==> src/sv/assert_macros.svh <==
// ----------------------------------------------------------------------------
// assert_macros.svh
// Assertion helpers for the RTL; compiled out when SYNTH is defined.
// ----------------------------------------------------------------------------
`ifndef ASSERT_MACROS_SVH
`define ASSERT_MACROS_SVH

`ifndef SYNTH

// Check a condition at every clock edge outside reset.
`define ASSERT_ALWAYS(lbl, expr) \
    lbl: assert property (@(posedge i_clk) disable iff (!i_rst_n) (expr)) \
        else $error("assertion failed: invariant");

// Check that a trigger is followed in the next cycle by a consequence.
`define ASSERT_NEXT(lbl, ante, cons) \
    lbl: assert property (@(posedge i_clk) disable iff (!i_rst_n) (ante) |=> (cons)) \
        else $error("assertion failed: next-cycle consequence");

`else

`define ASSERT_ALWAYS(lbl, expr)
`define ASSERT_NEXT(lbl, ante, cons)

`endif

`endif

==> src/sv/utd_pkg.sv <==
// ----------------------------------------------------------------------------
// utd_pkg
// Shared types and constants of the UTF-8 to UCS-2 decoder.
// ----------------------------------------------------------------------------
package utd_pkg;

    localparam int BYTE_W = 8;
    localparam int UNIT_W = 16;
    localparam int PEND_W = 2;

    // Lead byte classification limits
    localparam logic [BYTE_W-1:0] ASCII_LIMIT     = 8'h80;
    localparam logic [BYTE_W-1:0] THREE_BYTE_LEAD = 8'h80 + 8'h40 + 8'h20;

    // Continuation bytes still expected
    localparam logic [PEND_W-1:0] PEND_NONE = 2'd0;
    localparam logic [PEND_W-1:0] PEND_ONE  = 2'd1;
    localparam logic [PEND_W-1:0] PEND_TWO  = 2'd2;

    typedef struct packed {
        logic [PEND_W-1:0] pend;
        logic [UNIT_W-1:0] acc;
    } t_state;

    typedef struct packed {
        logic [UNIT_W-1:0] code_unit;
        logic              stream_done;
        logic              truncated;
    } t_result;

    typedef struct packed {
        logic    emit;
        t_state  next;
        t_result res;
    } t_step;

endpackage

==> src/sv/utd_in_reg.sv <==
// ----------------------------------------------------------------------------
// utd_in_reg
// Input register: while ready, captures one byte per cycle and holds it until consumed.
// ----------------------------------------------------------------------------
module utd_in_reg (
    input  logic                         i_clk,
    input  logic                         i_rst_n,
    input  logic                         s_axis_tvalid,
    output logic                         s_axis_tready,
    input  logic [utd_pkg::BYTE_W-1:0]   s_axis_tdata,   // [7:0] byte_in
    input  logic                         s_axis_tlast,   // end_of_stream
    input  logic                         i_pop,
    output logic                         o_vld,
    output logic [utd_pkg::BYTE_W-1:0]   o_byte,
    output logic                         o_last
);

    logic                       r_vld;
    logic [utd_pkg::BYTE_W-1:0] r_byte;
    logic                       r_last;

    assign s_axis_tready = !r_vld || i_pop;

    always_ff @(posedge i_clk) begin
        if (!i_rst_n) begin
            r_vld <= 1'b0;
        end else if (s_axis_tvalid && s_axis_tready) begin
            r_vld <= 1'b1;
        end else if (i_pop) begin
            r_vld <= 1'b0;
        end
    end

    always_ff @(posedge i_clk) begin
        if (s_axis_tvalid && s_axis_tready) begin
            r_byte <= s_axis_tdata;
            r_last <= s_axis_tlast;
        end
    end

    assign o_vld  = r_vld;
    assign o_byte = r_byte;
    assign o_last = r_last;

endmodule

==> src/sv/utd_decode.sv <==
// ----------------------------------------------------------------------------
// utd_decode
// Per-byte decode step: next sequence state and the code unit, if any.
// ----------------------------------------------------------------------------
module utd_decode (
    input  utd_pkg::t_state              i_state,
    input  logic [utd_pkg::BYTE_W-1:0]   i_byte,
    input  logic                         i_last,
    output utd_pkg::t_step               o_step
);

    utd_pkg::t_state             w_acc;
    logic                        w_emit;
    logic [utd_pkg::UNIT_W-1:0]  w_cont;

    always_comb begin
        w_acc  = i_state;
        w_emit = 1'b0;
        w_cont = '0;
        case (i_state.pend)
            utd_pkg::PEND_NONE: begin
                if (i_byte < utd_pkg::ASCII_LIMIT) begin
                    w_acc.acc  = {{(utd_pkg::UNIT_W-utd_pkg::BYTE_W){1'b0}}, i_byte};
                    w_emit     = 1'b1;
                end else if (i_byte < utd_pkg::THREE_BYTE_LEAD) begin
                    // Two-byte lead: five payload bits into [10:6]
                    w_acc.acc  = {5'b0, i_byte[4:0], 6'b0};
                    w_acc.pend = utd_pkg::PEND_ONE;
                end else begin
                    // Three-byte lead: four payload bits into [15:12]
                    w_acc.acc  = {i_byte[3:0], 12'b0};
                    w_acc.pend = utd_pkg::PEND_TWO;
                end
            end
            utd_pkg::PEND_ONE: begin
                w_cont     = {9'b0, i_byte[6:0]};
                w_acc.acc  = i_state.acc + w_cont;
                w_acc.pend = utd_pkg::PEND_NONE;
                w_emit     = 1'b1;
            end
            default: begin
                // Middle byte of a three-byte sequence; add shifted by six
                w_cont     = {3'b0, i_byte[6:0], 6'b0};
                w_acc.acc  = i_state.acc + w_cont;
                w_acc.pend = utd_pkg::PEND_ONE;
            end
        endcase
    end

    always_comb begin
        o_step.emit                = w_emit || i_last;
        o_step.res.code_unit       = w_acc.acc;
        o_step.res.stream_done     = i_last;
        o_step.res.truncated       = i_last && !w_emit;
        o_step.next                = w_acc;
        if (w_emit || i_last) begin
            // Clear the sequence once a unit leaves or the stream ends
            o_step.next.pend = utd_pkg::PEND_NONE;
            o_step.next.acc  = '0;
        end
    end

endmodule

==> src/sv/utd_out_reg.sv <==
// ----------------------------------------------------------------------------
// utd_out_reg
// Result register: holds one code unit until the downstream side takes it.
// ----------------------------------------------------------------------------
module utd_out_reg (
    input  logic                         i_clk,
    input  logic                         i_rst_n,
    input  logic                         i_load,
    input  utd_pkg::t_result             i_res,
    output logic                         o_free,
    output logic                         m_axis_tvalid,
    input  logic                         m_axis_tready,
    output logic [utd_pkg::UNIT_W-1:0]   m_axis_tdata,   // [15:0] code_unit
    output logic                         m_axis_tlast,   // stream_done
    output logic [0:0]                   m_axis_tuser    // [0] truncated
);

    logic             r_vld;
    utd_pkg::t_result r_res;

    assign o_free = !r_vld || m_axis_tready;

    always_ff @(posedge i_clk) begin
        if (!i_rst_n) begin
            r_vld <= 1'b0;
        end else if (i_load) begin
            r_vld <= 1'b1;
        end else if (m_axis_tready) begin
            r_vld <= 1'b0;
        end
    end

    always_ff @(posedge i_clk) begin
        if (i_load) begin
            r_res <= i_res;
        end
    end

    assign m_axis_tvalid   = r_vld;
    assign m_axis_tdata    = r_res.code_unit;
    assign m_axis_tlast    = r_res.stream_done;
    assign m_axis_tuser[0] = r_res.truncated;

endmodule

==> src/sv/utf8_to_ucs2_decoder.sv <==
// Data path: a byte held in the input register is decoded combinationally; its code unit,
//   if it yields one, is loaded into the output register once that register is free.
// Throughput: one byte per cycle while the result register is free, through the combinational
//   decode step between the input register and the result register; a held result stalls the input.
// Reset (i_rst_n low, synchronous): both registers empty, no sequence open.
// ----------------------------------------------------------------------------
// utf8_to_ucs2_decoder
// Streams UTF-8 bytes in and 16-bit UCS-2 code units out.
// ----------------------------------------------------------------------------
`include "assert_macros.svh"

module utf8_to_ucs2_decoder (
    input  logic                         i_clk,
    input  logic                         i_rst_n,
    // Byte stream in
    input  logic                         s_axis_tvalid,
    output logic                         s_axis_tready,
    input  logic [utd_pkg::BYTE_W-1:0]   s_axis_tdata,   // [7:0] byte_in
    input  logic                         s_axis_tlast,   // end_of_stream
    // Code unit stream out
    output logic                         m_axis_tvalid,
    input  logic                         m_axis_tready,
    output logic [utd_pkg::UNIT_W-1:0]   m_axis_tdata,   // [15:0] code_unit
    output logic                         m_axis_tlast,   // stream_done
    output logic [0:0]                   m_axis_tuser    // [0] truncated
);

    // Held byte waiting for the decode step
    logic                        w_in_vld;
    logic [utd_pkg::BYTE_W-1:0]  w_in_byte;
    logic                        w_in_last;

    // Consume the held byte when it emits nothing, or the result slot is free
    logic                        w_pop;
    logic                        w_out_free;

    utd_pkg::t_state             r_state;
    utd_pkg::t_step              w_step;

    utd_in_reg u_in_reg (
        .i_clk         (i_clk),
        .i_rst_n       (i_rst_n),
        .s_axis_tvalid (s_axis_tvalid),
        .s_axis_tready (s_axis_tready),
        .s_axis_tdata  (s_axis_tdata),
        .s_axis_tlast  (s_axis_tlast),
        .i_pop         (w_pop),
        .o_vld         (w_in_vld),
        .o_byte        (w_in_byte),
        .o_last        (w_in_last)
    );

    utd_decode u_decode (
        .i_state (r_state),
        .i_byte  (w_in_byte),
        .i_last  (w_in_last),
        .o_step  (w_step)
    );

    assign w_pop = w_in_vld && (!w_step.emit || w_out_free);

    // Sequence state: advance only when a byte is consumed
    always_ff @(posedge i_clk) begin
        if (!i_rst_n) begin
            r_state.pend <= utd_pkg::PEND_NONE;
            r_state.acc  <= '0;
        end else if (w_pop) begin
            r_state <= w_step.next;
        end
    end

    utd_out_reg u_out_reg (
        .i_clk         (i_clk),
        .i_rst_n       (i_rst_n),
        .i_load        (w_pop && w_step.emit),
        .i_res         (w_step.res),
        .o_free        (w_out_free),
        .m_axis_tvalid (m_axis_tvalid),
        .m_axis_tready (m_axis_tready),
        .m_axis_tdata  (m_axis_tdata),
        .m_axis_tlast  (m_axis_tlast),
        .m_axis_tuser  (m_axis_tuser)
    );

    // A pending count of three never arises
    `ASSERT_ALWAYS(a_pend_range, r_state.pend <= utd_pkg::PEND_TWO)
    // The final byte of a stream leaves no sequence open
    `ASSERT_NEXT(a_eos_clears, w_pop && w_in_last, r_state.pend == utd_pkg::PEND_NONE && r_state.acc == '0)
    // A truncated unit always closes its stream
    `ASSERT_ALWAYS(a_trunc_done, !(m_axis_tvalid && m_axis_tuser[0]) || m_axis_tlast)

endmodule

==> config.mk <==
export PLATFORM = sky130hd
export DESIGN_NAME = utf8_to_ucs2_decoder
export DESIGN_NICKNAME = d
export VERILOG_FILES = /design/src/sv/utd_pkg.sv /design/src/sv/utd_in_reg.sv /design/src/sv/utd_decode.sv /design/src/sv/utd_out_reg.sv /design/src/sv/utf8_to_ucs2_decoder.sv
export VERILOG_INCLUDE_DIRS = /design/src /design/src/sv
export SDC_FILE = /design/constraint.sdc
export NUM_CORES = 1
export LEC_CHECK = 0
export ABC_CLOCK_PERIOD_IN_PS = 2390
export BUFFER_PORTS_ARGS = -buffer_cell sky130_fd_sc_hd__buf_2
export CORE_UTILIZATION = 40
export CTS_CLUSTER_DIAMETER = 100
export DETAILED_ROUTE_END_ITERATION = 10
export PLACE_DENSITY = 0.58
export SLEW_MARGIN = 15
export SYNTH_ARGS = -nofsm -noshare
export SYNTH_HDL_FRONTEND = slang
export SYNTH_SLANG_ARGS = --single-unit
==> constraint.sdc <==
create_clock -name i_clk -period 2.39 [get_ports i_clk]
set_input_delay 0.239 -clock i_clk [delete_from_list [all_inputs] [get_ports i_clk]]
set_output_delay 0.239 -clock i_clk [all_outputs]
set_load 0.01 [all_outputs]
After elaboration in Yosys (flattened, before gate mapping)
Cells that the tools add are included.
Operators by class
  muxes and demuxes: 11
  shift operators: 0
  reduce and logical (&&, ||, !) cells: 16
  bitwise logic cells: 0
  $add $sub $neg: 2
  div/mod/pow operators: 0
  $mul: 0
  order comparisons: 2
  eq/ne operators: 2
Operators by type and width (number)
  two-way mux 18 bit: 2
  one-hot mux 18 bit (2 select lines): 1
  adder 16 x 13 -> 16 bit: 1
  adder 16 x 7 -> 16 bit: 1
  < comparator 8 bit, second input constant: 2
  two-way mux 16 bit: 1
  two-way mux 1 bit: 5
  logical AND 1 bit: 4
  logical NOT 1 bit: 4
  logical OR 1 bit: 4
  nonzero test 2 bit: 2
  != test 3 bit, second input constant: 1
  == test 2 x 1 -> 1 bit, second input constant: 1
  logical NOT 2 bit: 1
  two-way mux 2 bit: 1
  one-hot mux 1 bit (2 select lines): 1
  AND reduction 2 bit: 1
Storage, ports and cells
  bits in read-only memories: 0
  output and inout port bits: 20
  RAM bits: 0
  memories: 0
  flip-flop bits (word level): 47
  latch bits: 0

Depth between registers and ports, before layout
Gate-level depths: netlist of the first run.
  depth after elaboration: 10
  mapped depth: 9

Modules after synthesis
From an unflattened synthesis of the first run, not the netlist that was laid out.
Unflattened totals
  cell total of the unflattened synthesis: 328
  area, all modules: 3049.2 sq um
By module, submodules not included
  utd_decode: sequential area each 0.0 sq um, cells each 211, area each 1382.6 sq um, times used 1
  utf8_to_ucs2_decoder: sequential area each 360.3 sq um, cells each 81, area each 749.5 sq um, times used 1
  utd_out_reg: sequential area each 560.5 sq um, cells each 22, area each 589.3 sq um, times used 1
  utd_in_reg: sequential area each 290.3 sq um, cells each 14, area each 327.8 sq um, times used 1

Worst setup path after synthesis of the first run
OpenSTA, ideal clock, no wires.
  path type: register -> register
  start point: register u_in_reg.r_byte (netlist bit u_in_reg.o_byte[0])
  end point: register r_state[6] (netlist bit)
  slack: 0.167 ns
  path buffers: 0
  stages on the path, launching flop included: 10
  arrival time: 2.106 ns
  path through: edfxtp_1 ha_1 inv_1 fa_1 nand2b_1 a21oi_2 o21ai_2 and4_4 o32a_1 a22o_1
RTL lines
  start, declared: RTL line utd_in_reg.sv:19  | logic [utd_pkg::BYTE_W-1:0] r_byte;
  start signal, assigned: RTL line utd_in_reg.sv:36  | r_byte <= s_axis_tdata;
  end signal, assigned: RTL line utf8_to_ucs2_decoder.sv:68  | r_state <= w_step.next;
  end, declared: RTL line utf8_to_ucs2_decoder.sv:37  | utd_pkg::t_state r_state;

==> qor.txt, run 1 <==
area of the multi-input gates -> 1540 µm²
Area Growth Syn to Fin -> 21.6%
WL/cell -> 16.0 µm
GP Congestion -> 0.923
r2r setup slk -> 0.06 ns
FF+latch count, synth -> 47
syn_nets -> 318
cts hold-fix bufs -> 0
CP endpoint kind -> flop
number of synthesized flops with an enable pin -> 27
Sink Count -> 47
status -> finished clean
list of most frequent post-synthesis cells -> 31 x nand2_1, 27 x edfxtp_1, 24 x o21ai_0
cell row count -> 30
cell family with most CP delay -> compound AO/OA/AOI/OAI gates
WS Path Type -> reg2reg
CP Cell Sequence -> ha_2, inv_1, fa_2, nand2b_4, a21oi_4, o21ai_2, and4_4, o32a_1, a22o_1
Nets -> 372
met3 WL post-DR -> 338 µm
detailed-route via count -> 2,327
hold path startpoint -> s_axis_tdata[5]
hold endpoint -> u_in_reg.o_byte[5]
Die Ht -> 85.7 µm
worst vdd ir -> 0.326 mV
number of global-route vias before repair -> 2,075
reg2reg start -> u_in_reg.o_byte[0]
Worst EP arrival -> 2.53 ns
Slew Limit Fails -> 0
Synth cell types -> 58
initial drt markers -> 153
filler cell count -> 638
HPWL after DPL -> 5.27 mm
CTS tree -> yes
top sig layer -> met4
cells on worst reg2reg path -> 9
Final ANT Viol Nets -> 0
CTS buffer count -> 5
total track usage -> 0.197
max-capacitance violation count -> 0
largest cells by area after synthesis -> edfxtp_1 29%, dfxtp_1 14%, ha_1 6.3%
# setup viols final -> 0
post-layout minimum cycle time -> 2.33 ns
global-route wire length before repair -> 11.0 mm
DRC errors left -> 0
Post-synth top flop -> edfxtp_1
PortBufs -> 32
drt via density -> 5.29
Lkg Pwr -> 1.33 nW
warnings from Yosys -> 0
smallest setup slack after layout -> 0.0646 ns
count leader, synth -> nand2_1
die width -> 85.7 µm
core outline area -> 6790 µm²
setup_tns -> 0 ns
met2 wire length -> 3.23 mm
Boundary Pins -> 33
Max Clock Skew -> 0.00578 ns
share of Yosys cell area claimed by the top area cell type -> 0.290
Cells after Synth -> 289
pre-CTS setup slack -> 0.00395 ns
Least-Margin Pin Slew -> 0.577 ns
WHS Path Cells -> 1
Fin Hold WS -> 0.102 ns
Reg2Reg Capture Point -> r_state[6]
Fin. Hold Viols -> 0
ys async rst share -> 0
largest net degree at the start of global routing -> 19
antenna violations before repair -> 0
Seq. cell area -> 1210 µm²
CP max stage cell -> edfxtp_1
H-tree levels -> 2
root buf cell -> clkbuf_8
CTS clk-pin slew, worst paths -> 0.09 ns
CP Launch Type -> flop
Max-slew headroom -> 0.615
P per Cell Area -> 505 nW/µm²
register area share after synthesis -> 0.433
worst skew pair latency -> 0.30 ns
dpl cells -> 427
biggest area consumer among synthesized cells -> edfxtp_1
TritonRoute pass-1 iters -> 4
share of post-route cells with drive strength above 1 -> 0.256
f_max -> 430 MHz
max incr delay on CP -> 0.48 ns
Final Cycle Share -> 0.973
routed metal-1 wirelength -> 3.40 mm
Crit Path Max Fanout -> 4
maximum clock insertion buffer count -> 2
Final Non-Filler Cells -> 440
WP data required -> 2.59 ns
WP buf/inv -> 1
n_diodes -> 0
final wirelength -> 7.02 mm
post-synthesis cell area -> 2800 µm²
total grt overflow -> 0
hold crit path type -> in2reg
Initial Util -> 0.412
average size of a mapped cell -> 9.68 µm²
die area -> 7340 µm²
[worst max path at each step]
stage	from	end	slack [ns]	cells past startpoint
floorplan	u_in_reg.o_byte[0]	r_state[6]	0.17	9
CTS	u_in_reg.o_byte[0]	r_state[6]	0.01	9
finish	u_in_reg.o_byte[0]	r_state[6]	0.06	9
global placement	u_in_reg.o_byte[0]	u_out_reg.m_axis_tdata[12]	0.04	8
detailed placement	u_in_reg.o_byte[0]	u_out_reg.m_axis_tdata[14]	0.004	8
global route	u_in_reg.o_byte[0]	r_state[6]	-0.02	9
[worst register-to-register path: cells and delay by family, from the launching register on]
family	cells	cell delay (ns)
flip-flops	1	0.48
AO/OA/AOI/OAI	4	0.78
AND/OR/NAND/NOR	2	0.34
adder cells (fa/ha/maj)	2	0.57
buffers and inverters	1	0.05
[per-layer routing]
metal	up-vias	track usage
li1	1171	-
met1	1090	0.288
met2	62	0.309
met3	4	0.0289
met4	0	0.0455
met5	-	0
[through the flow]
| step | total power, mW | instance area [µm²] | util |
|---|---|---|---|
| after floorplan | 1.04 | 2800 | - |
| after global placement | 1.12 | 3180 | 0.468 |
| after detailed placement | 1.12 | 3180 | 0.468 |
| after CTS | 1.73 | 3300 | 0.486 |
| after global routing | 1.79 | 3400 | 0.501 |
| final | 1.72 | 3400 | 0.501 |
[flip-flops by register name, summed over array words and instances, names as in the netlist]
| name | cells |
|---|---|
| r_state | 18 |
| u_in_reg.o_byte | 8 |
| u_out_reg.m_axis_tdata | 16 |
| u_out_reg.m_axis_tuser | 1 |
| u_in_reg.o_vld | 1 |
| u_in_reg.o_last | 1 |
| u_out_reg.m_axis_tlast | 1 |
| u_out_reg.m_axis_tvalid | 1 |
[timing repair]
action,in CTS,in global routing
gates resized for setup,1,15
buffers inserted,0,5
endpoints found under the setup margin,3,12
pin swaps,1,8
[cells by family (layout without fill, tap and decap cells)]
logic type	after synthesis	count (layout)	synth area share
compound gates	97	97	0.248
buf+inv	27	82	0.0411
xor+xnor	11	11	0.0344
flops	47	47	0.433
simple gates	88	88	0.156
mux	3	3	0.0107
fa+ha+maj	16	16	0.0769
[area by class of cell]
cell class | count | area share
multi-input combinational | 215 | 0.453
sequential | 47 | 0.356
timing repair buffer | 58 | 0.104
tap | 96 | 0.0353
clock buffer | 5 | 0.0202
inverter | 16 | 0.0176
clock inverter | 3 | 0.0136
[cells in the final DEF (no fill, tap or decap), types with 11 or more instances in the layout]
| master | n |
|---|---|
| a21oi_1 | 12 |
| buf_2 | 32 |
| buf_4 | 26 |
| dfxtp_1 | 20 |
| edfxtp_1 | 27 |
| ha_1 | 11 |
| inv_1 | 15 |
| nand2_1 | 31 |
| nor2_1 | 18 |
| o21ai_0 | 20 |
[report_power, final]
group          total, mW  internal, mW  switching [mW]
clock network      0.606         0.315           0.290
registers          0.909         0.888          0.0206
logic              0.204        0.0874           0.117
total               1.72          1.29           0.428
(Power assumes the default switching activity.)
==> inputs of run 2 (changes only) <==
Settings changed: CORE_UTILIZATION 40 to 50, PLACE_DENSITY 0.58 to 0.7, TNS_END_PERCENT set to 10.
==> qor.txt, run 2 (synthesis results as in run 1) <==
status -> finished clean
Worst Setup SP -> u_in_reg.o_byte[0]
CTS clk-pin slew, worst paths -> 0.09 ns
CP endpoint kind -> flop
routed metal-1 wirelength -> 3.18 mm
WP data required -> 2.45 ns
TritonRoute pass-1 iters -> 5
drt via density -> 5.78
dpl cells -> 399
Initial Util -> 0.534
commonest non-fill, non-tap cell in the layout -> buf_2
Fin. Hold Viols -> 0
CTS tree -> yes
WS Path Type -> reg2reg
final instance area -> 3280 µm²
antenna violations before repair -> 0
Final Cycle Share -> 0.983
Least-Margin Pin Slew -> 0.563 ns
met3 WL post-DR -> 501 µm
hold path startpoint -> s_axis_tdata[3]
largest net degree at the start of global routing -> 19
Boundary Pins -> 33
initial drt markers -> 218
# setup viols final -> 0
cts hold-fix bufs -> 0
die width -> 76.8 µm
met2 wire length -> 3.05 mm
Sink Count -> 47
RSZ-0062 raised after global routing -> yes
worst vdd ir -> 0.410 mV
DP Area -> 3130 µm²
max-capacitance violation count -> 0
Max Clock Skew -> 0.0122 ns
H-tree levels -> 2
hold crit path type -> in2reg
reg2reg start -> u_in_reg.o_byte[0]
maximum clock insertion buffer count -> 2
PortBufs -> 32
HPWL after DPL -> 5.15 mm
post-layout minimum cycle time -> 2.35 ns
P per Cell Area -> 520 nW/µm²
commonest non-fill, non-tap cells in the layout -> 32 x buf_2, 31 x nand2_1, 27 x edfxtp_1
number of global-route vias before repair -> 2,161
DRC errors left -> 0
Area Growth Syn to Fin -> 17.3%
global-route wire length before repair -> 11.0 mm
total track usage -> 0.244
Lkg Pwr -> 1.31 nW
top sig layer -> met4
GP Congestion -> 0.966
CTS buffer count -> 5
Worst EP arrival -> 2.41 ns
Largest Register -> r_state
die area -> 5900 µm²
Slew Limit Fails -> 0
f_max -> 426 MHz
share of post-route cells with drive strength above 1 -> 0.229
Max-slew headroom -> 0.624
WL/cell -> 16.7 µm
cell row count -> 26
Crit Path Max Fanout -> 4
n_diodes -> 0
worst skew pair latency -> 0.31 ns
Final Non-Filler Cells -> 410
Die Ht -> 76.8 µm
Nets -> 368
total grt overflow -> 0
root buf cell -> clkbuf_8
Final ANT Viol Nets -> 0
final wirelength -> 6.84 mm
core outline area -> 5240 µm²
detailed-route via count -> 2,368
CP Launch Type -> flop
Largest register FFs -> 18
==> run 2: cell types whose count changed in the layout (fill, tap and decap cells not counted), moves of 2 or more <==
cell,before,now
fa_2,2,0
fa_1,0,2
ha_1,11,14
ha_4,2,0
buf_4,26,22
o21ai_1,8,4
o21ai_0,20,24
==> run 2: worst paths after layout <==
| check | to | slack [ns] | depth (start not counted) |
|---|---|---|---|
| min | u_in_reg.o_byte[3] | 0.1 | 1 |
| min reg2reg | r_state[5] | 0.47 | 2 |
| max | u_out_reg.m_axis_tdata[12] | 0.04 | 8 |
| max reg2reg | u_out_reg.m_axis_tdata[12] | 0.04 | 8 |
==> run 2: area by class of cell <==
| cell class | instances | area (µm²) |
|---|---|---|
| inverter | 16 | 60.1 |
| timing repair buffer | 54 | 325 |
| multi-input combinational | 215 | 1480 |
| tap | 70 | 87.6 |
| clock buffer | 5 | 68.8 |
| clock inverter | 3 | 46.3 |
| fill | 433 | 1960 |
| sequential | 47 | 1210 |
==> run 2: report_power, final <==
part / switching (mW) / internal (mW) / leakage [nW]
Combinational: 0.114 / 0.0807 / 0.838
Sequential: 0.0200 / 0.888 / 0.418
Clock: 0.288 / 0.315 / 0.0548
Total: 0.422 / 1.28 / 1.31
==> run 2: stage by stage <==
stage	util	worst slack, ns	TNS (ns)	hold WS, ns	power (mW)
after floorplan	-	0.167	0	0.338	1.04
final	0.627	0.0416	0	0.0995	1.71
after global placement	0.598	0.0852	0	0.416	1.11
after detailed placement	0.598	0.0409	0	0.417	1.11
after global routing	0.627	-0.0443	-0.128	0.0843	1.77
after CTS	0.620	0.00779	0	0.0943	1.71
==> run 2: what timing repair did <==
action / 4_1_cts / 5_1_grt
setup endpoints to repair: 0 / 12
resized for setup: 0 / 2
endpoints found under the hold margin: 0 / 0
setup buffers: 0 / 3
==> run 2: routing by layer <==
metal	vias up	track usage
met5	-	0
met4	0	0.0904
met3	10	0.0476
met2	89	0.370
met1	1097	0.344
li1	1172	-
==> run 2: critical path, stage by stage (launching register included) <==
cell and delay, ns:
edfxtp_1 0.45, ha_1 0.27, fa_1 0.46, a211oi_2 0.27, o21bai_1 0.12, a211o_1 0.29
nand2_1 0.06, o2bb2ai_1 0.13, inv_1 0.06
